==> config.mk <==
export PLATFORM = sky130hd
export DESIGN_NAME = qte_isqrt
export DESIGN_NICKNAME = d
export VERILOG_FILES = /design/src/qte_pkg.sv /design/src/qte_isqrt.sv
export SDC_FILE = /design/constraint.sdc
export NUM_CORES = 2
export LEC_CHECK = 0
export BUFFER_PORTS_ARGS = -buffer_cell sky130_fd_sc_hd__buf_2
export CORE_MARGIN = 5
export CORE_UTILIZATION = 55
export CTS_CLUSTER_SIZE = 28
export DETAILED_ROUTE_END_ITERATION = 10
export PLACE_DENSITY_LB_ADDON = 0.2
export SETUP_SLACK_MARGIN = 0.3
export SYNTH_ARGS = -nofsm -noshare
export SYNTH_HDL_FRONTEND = slang
export SYNTH_SLANG_ARGS = --single-unit
export TNS_END_PERCENT = 100
==> constraint.sdc <==
create_clock -name clk -period 7.8 [get_ports clk]
set_input_delay 0.78 -clock clk [delete_from_list [all_inputs] [get_ports clk]]
set_output_delay 0.78 -clock clk [all_outputs]
set_load 0.005 [all_outputs]
==> src/qte_pkg.sv <==
// Shared constants, types and elaboration-time arctangent table for the quaternion converter.
`timescale 1ns / 1ps

package qte_pkg;

	localparam int ACC_FRAC      = 60;  // fraction bits of the angle accumulator
	localparam int NORM_BITS     = 30;  // normalized magnitudes lie in [2^29, 2^30)
	localparam int NORM_R_STAGES = 6;   // right shifts by 32, 16, 8, 4, 2, 1
	localparam int NORM_L_STAGES = 5;   // left shifts by 16, 8, 4, 2, 1
	localparam int CORDIC_W      = 34;  // signed width of the rotating vector
	localparam int ZACC_W        = 64;  // signed width of the angle accumulator
	localparam int RAD_W         = 61;  // radicand 1 - s^2 in Q60
	localparam int ROOT_W        = 31;  // floor square root of the radicand
	localparam int SQRT_STEPS    = 31;  // one result bit per stage

	typedef struct packed {
		logic roll_sneg;
		logic roll_cneg;
		logic yaw_sneg;
		logic yaw_cneg;
		logic pitch_neg;
		logic pitch_clamp;
	} quad_flags_t;

	// restoring long division, used only while building constants
	function automatic logic [63:0] udiv64(input logic [63:0] num, input logic [63:0] den);
		logic [64:0] rem;
		logic [63:0] quo;
		rem = '0;
		quo = '0;
		for (int b = 63; b >= 0; b--) begin
			rem = {rem[63:0], num[b]};
			if (rem >= {1'b0, den}) begin
				rem    = rem - {1'b0, den};
				quo[b] = 1'b1;
			end
		end
		return quo;
	endfunction

	// atan(1/n) in Q60 by its alternating series, each term truncated
	function automatic logic signed [63:0] arctan_recip(input logic [63:0] n);
		logic [63:0] term;
		logic [63:0] n2;
		logic [63:0] k;
		logic [63:0] q;
		logic signed [63:0] sum;
		term = udiv64(64'd1 << ACC_FRAC, n);
		n2   = n * n;
		k    = '0;
		sum  = '0;
		while (term != '0) begin
			q = udiv64(term, (k << 1) + 64'd1);
			if (!k[0]) begin
				sum = sum + $signed(q);
			end else begin
				sum = sum - $signed(q);
			end
			term = udiv64(term, n2);
			k    = k + 64'd1;
		end
		return sum;
	endfunction

	// CORDIC angle table entry: atan(2^-i) in Q60
	function automatic logic signed [63:0] atan_q60(input int i);
		logic signed [63:0] v;
		if (i == 0) begin
			v = arctan_recip(64'd2) + arctan_recip(64'd3);
		end else begin
			v = arctan_recip(64'd1 << i);
		end
		return v;
	endfunction

endpackage

==> src/qte_isqrt.sv <==
// Pipelined digit-by-digit integer square root, one result bit per stage.
`timescale 1ns / 1ps

module qte_isqrt
	import qte_pkg::*;
(
	input  logic              clk,
	input  logic [RAD_W-1:0]  rad,
	output logic [ROOT_W-1:0] root
);

	logic [RAD_W-1:0] rem_s [SQRT_STEPS];
	logic [RAD_W:0]   res_s [SQRT_STEPS];

	genvar j;
	for (j = 0; j < SQRT_STEPS; j++) begin : g_step
		localparam logic [RAD_W:0] BIT = (RAD_W+1)'(1) << (2 * (SQRT_STEPS - 1 - j));
		logic [RAD_W-1:0] rem_i;
		logic [RAD_W:0]   res_i;
		logic [RAD_W+1:0] trial;

		if (j == 0) begin : g_first
			assign rem_i = rad;
			assign res_i = '0;
		end else begin : g_next
			assign rem_i = rem_s[j-1];
			assign res_i = res_s[j-1];
		end

		assign trial = {1'b0, res_i} + {1'b0, BIT};

		always_ff @(posedge clk) begin
			if ({2'b00, rem_i} >= trial) begin
				rem_s[j] <= RAD_W'({2'b00, rem_i} - trial);
				res_s[j] <= (res_i >> 1) + BIT;
			end else begin
				rem_s[j] <= rem_i;
				res_s[j] <= res_i >> 1;
			end
		end
	end

	assign root = res_s[SQRT_STEPS-1][ROOT_W-1:0];

endmodule

==> impl_results.md <==
- Clock Tree Buf Depth: 3
- Post-synth EDFFs: 0
- Vias per cell: 5.62
- Post-CTS setup buffers: 0
- Largest net degree at the start of global routing: 65
- Mapped cell area: 87800 sq um
- Drt total wl: 215 mm
- Fraction of layout cells with a size suffix above 1: 6.96%
- Failing checks: max-capacitance violations, max-slew violations
- Vert. Die Dim: 410 microns
- FILL cells: 12900
- Syn. warnings: 0
- Pwr Density: 386 nW/um^2
- NumNets Final: 9654
- Register Area: 46600 sq um
- Final Hold Vio Count: 0
- Clk_lat worst skew: 0.86 ns
- Quantity of gates resized following cts: 0
- Minimum clock period after layout: 4.87 ns
- Slew HR: -0.0502%
- Worst EP arrival: 5.57 ns
- Hold WS: 0.293 ns
- Worst setup SP type: register
- Peak VDD IR: 0.267 mV
- Status: finished, violations left
- RSZ-0062 raised after global routing: no
- Period utilisation layout: 62.4%
- Io pins: 93
- R2R depth: 13
- CP Class: register to register
- Max frequency: 205 MHz
- Setup WS pre-CTS: 3.03 ns
- Initial DRC count: 4953
- Post-route ant nets: 0
- Clk pwr share: 29.5%
- CTS buffer count: 221
- Post-Synthesis Net Count: 9426
- Area delta synth->final: 12.7%
- Area taken by multi-input logic gates: 38200 sq um
- Setup Viol. Count Final: 0
- Post-synth top flop: dfxtp_1
- Total iterations of the first detailed-routing run: 6
- Die area: 168000 sq um
- Core footprint: 159000 sq um
- First-pass GRT wire length: 339 mm
- Final Skew: 0.0662 ns
- CTS tree: built
- Post-synthesis async set-or-reset flop share: 0%
- Reg power frac: 44.6%
- Clk sink count: 2326
- Synthesized flop and latch total: 2326
- CTS root buf: clkbuf_16
- Total number of vias: 63600
- Gate power share: 25.9%
- Sequential share of the synthesized area: 53.0%
- Final Power: 38.2 mW
- Mapped Cells: 8841
- Final setup margin: 2.93 ns
- Starting Density: 55.4%
- # rows: 146
- CTS H-tree lvls: 4
- Number of port buffers: 92
- Gr usage total: 25.0%
- Post-route DRC: 0
- Leakage: 44.8 nW
- Die X: 410 microns
- Crit path max fanout: 55
- Post-layout util: 62.4%
- Hold crit path type: register to register
- Net Sw Power: 12.6 mW
- Cell-internal power: 25.6 mW
- Syn Area/Cell: 9.93 sq um
- Yosys cell types: 92
- Maxcap violations: 1
- Worst Max-Slew Pin Slew: 1.49 ns
- Sw frac: 33.0%
- Drt wl/cell: 19.0 microns
- Post-route cell area: 99000 sq um
- Vias in the first global route: 62100
- Slew Limit Fails: 1
- Finished Layout Cells: 11300
- Worst setup EP type: register
- Hold depth: 0
- Final HPWL DP: 166 mm
- Clock-pin slew on the worst setup and hold paths: 0.06 ns
- Initial antenna violation count: 7
- Final estimated routing congestion in global placement: 0.947
- Post-DP Area: 90400 sq um
- Sum of negative setup slack: 0 ns
- Global route total overflow: 0
- Post-Place Cells: 10900
- Crit path required time: 8.50 ns
-- cell usage in the layout (no fill, tap or decap), types with 28 or more instances in the layout --
cell type and n:
clkbuf_8 49, buf_2 92, nand3_1 160, nand4_1 133, o21a_1 82, clkbuf_16 224
or4_1 60, nand3b_1 31, nor3_1 216, mux2_2 59, xor2_1 372, inv_1 644
a21oi_1 576, xnor2_1 418, o21bai_1 55, o211ai_1 31, clkbuf_1 28, or2_2 37
nor4b_1 48, nor2b_1 61, or3_1 91, nor2_1 598, ha_1 523, nand2b_1 96
a21o_1 167, dlygate4sd3_1 61, o31ai_1 38, nand2_1 603, nor4_1 299, a31oi_1 51
and3_1 41, o21ai_0 433, clkinv_2 42, dfxtp_1 2326, a211oi_1 40
-- timing repair --
item | CTS | global route
hold buffers | 61 | 0
hold endpoints to repair | 61 | 0
setup endpoints to repair | 0 | 0
-- per-layer routing --
metal	vias up	routed length (microns)	track usage, %
li1	31300	-	-
met1	30300	97400	33.5
met2	1646	102000	42.3
met3	364	10600	3.79
met4	0	5210	6.58
met5	-	0	0
-- worst paths after layout --
check | startpoint | endpoint | slack [ns]
worst max register to register | res_s[27][7] | rem_s[1][784] | 2.93
worst min register to register | rem_s[1][245] | rem_s[1][306] | 0.29
worst max-delay path | res_s[27][7] | rem_s[1][784] | 2.93
worst min-delay path | rem_s[1][245] | rem_s[1][306] | 0.29
-- cell type report --
cell class | instances | share of cell area (%)
well taps | 2072 | 2.62
diodes | 2 | 0.00506
multi-input cells | 5690 | 38.6
clock buffers | 301 | 6.45
repair buffers | 180 | 1.29
flip-flops and latches | 2326 | 47.0
inverters | 650 | 2.47
clock inverters | 106 | 1.54
-- state kept, by name, summed over array words and instances, names as in the netlist --
signal,count
res_s,496
rem_s,1830
-- worst max-delay path: stages, from the launching register on --
cell       delay, ns
dfxtp_1         0.35
inv_1           0.05
ha_1            0.34
nor3_1          0.33
a2111oi_0       0.17
a311oi_1        0.43
nand3_1         0.31
a31oi_1         0.31
nor2_1          0.11
nor2_1          0.93
inv_2           0.70
nand4b_1        0.38
nor4_1          0.11
xor2_1          0.19
-- power by group through the flow --
stage	clock, mW	sequential (mW)	combinational, mW
global route	12.0	17.3	11.0
finish	11.3	17.0	9.87
floorplan	0	16.2	7.63
global placement	0	17.2	9.51
detailed placement	0	17.3	9.69
CTS	11.4	17.0	9.80
-- logic make-up (layout without fill, tap and decap cells) --
| kind of cell | after synthesis | count (layout) | share of synthesized area, % |
|---|---|---|---|
| AND/OR/NAND/NOR | 2610 | 2610 | 15.3 |
| flip-flops | 2326 | 2326 | 53.0 |
| other | 1 | 3 | 0.00427 |
| multiplexers | 73 | 73 | 0.916 |
| adder cells (fa/ha/maj) | 523 | 523 | 7.45 |
| AO/OA/AOI/OAI | 1693 | 1693 | 11.9 |
| XOR/XNOR | 790 | 790 | 7.88 |
| buffers and inverters | 825 | 1237 | 3.55 |
-- Yosys cell counts (all sizes together), types with 37 or more instances --
cell type	count	area (sq um)
inv	648	2430
or3	93	592
xor2	372	3260
o21a	82	616
a21o	167	1250
ha	523	6540
nor2b	62	388
nor2	598	2240
nand2	603	2260
or4	60	450
nor4	306	1960
and3	41	257
a211oi	40	300
xnor2	418	3660
nand2b	96	601
nor3	218	1100
or2	37	231
nor4b	48	420
a21oi	577	2890
nand4	133	832
o21bai	55	413
nand3	160	801
o21ai	434	2170
dfxtp	2326	46600
a31oi	53	338
clkbuf	155	582
mux2	59	664
o31ai	38	285
No activity file was read; power rests on OpenSTA's default activity.
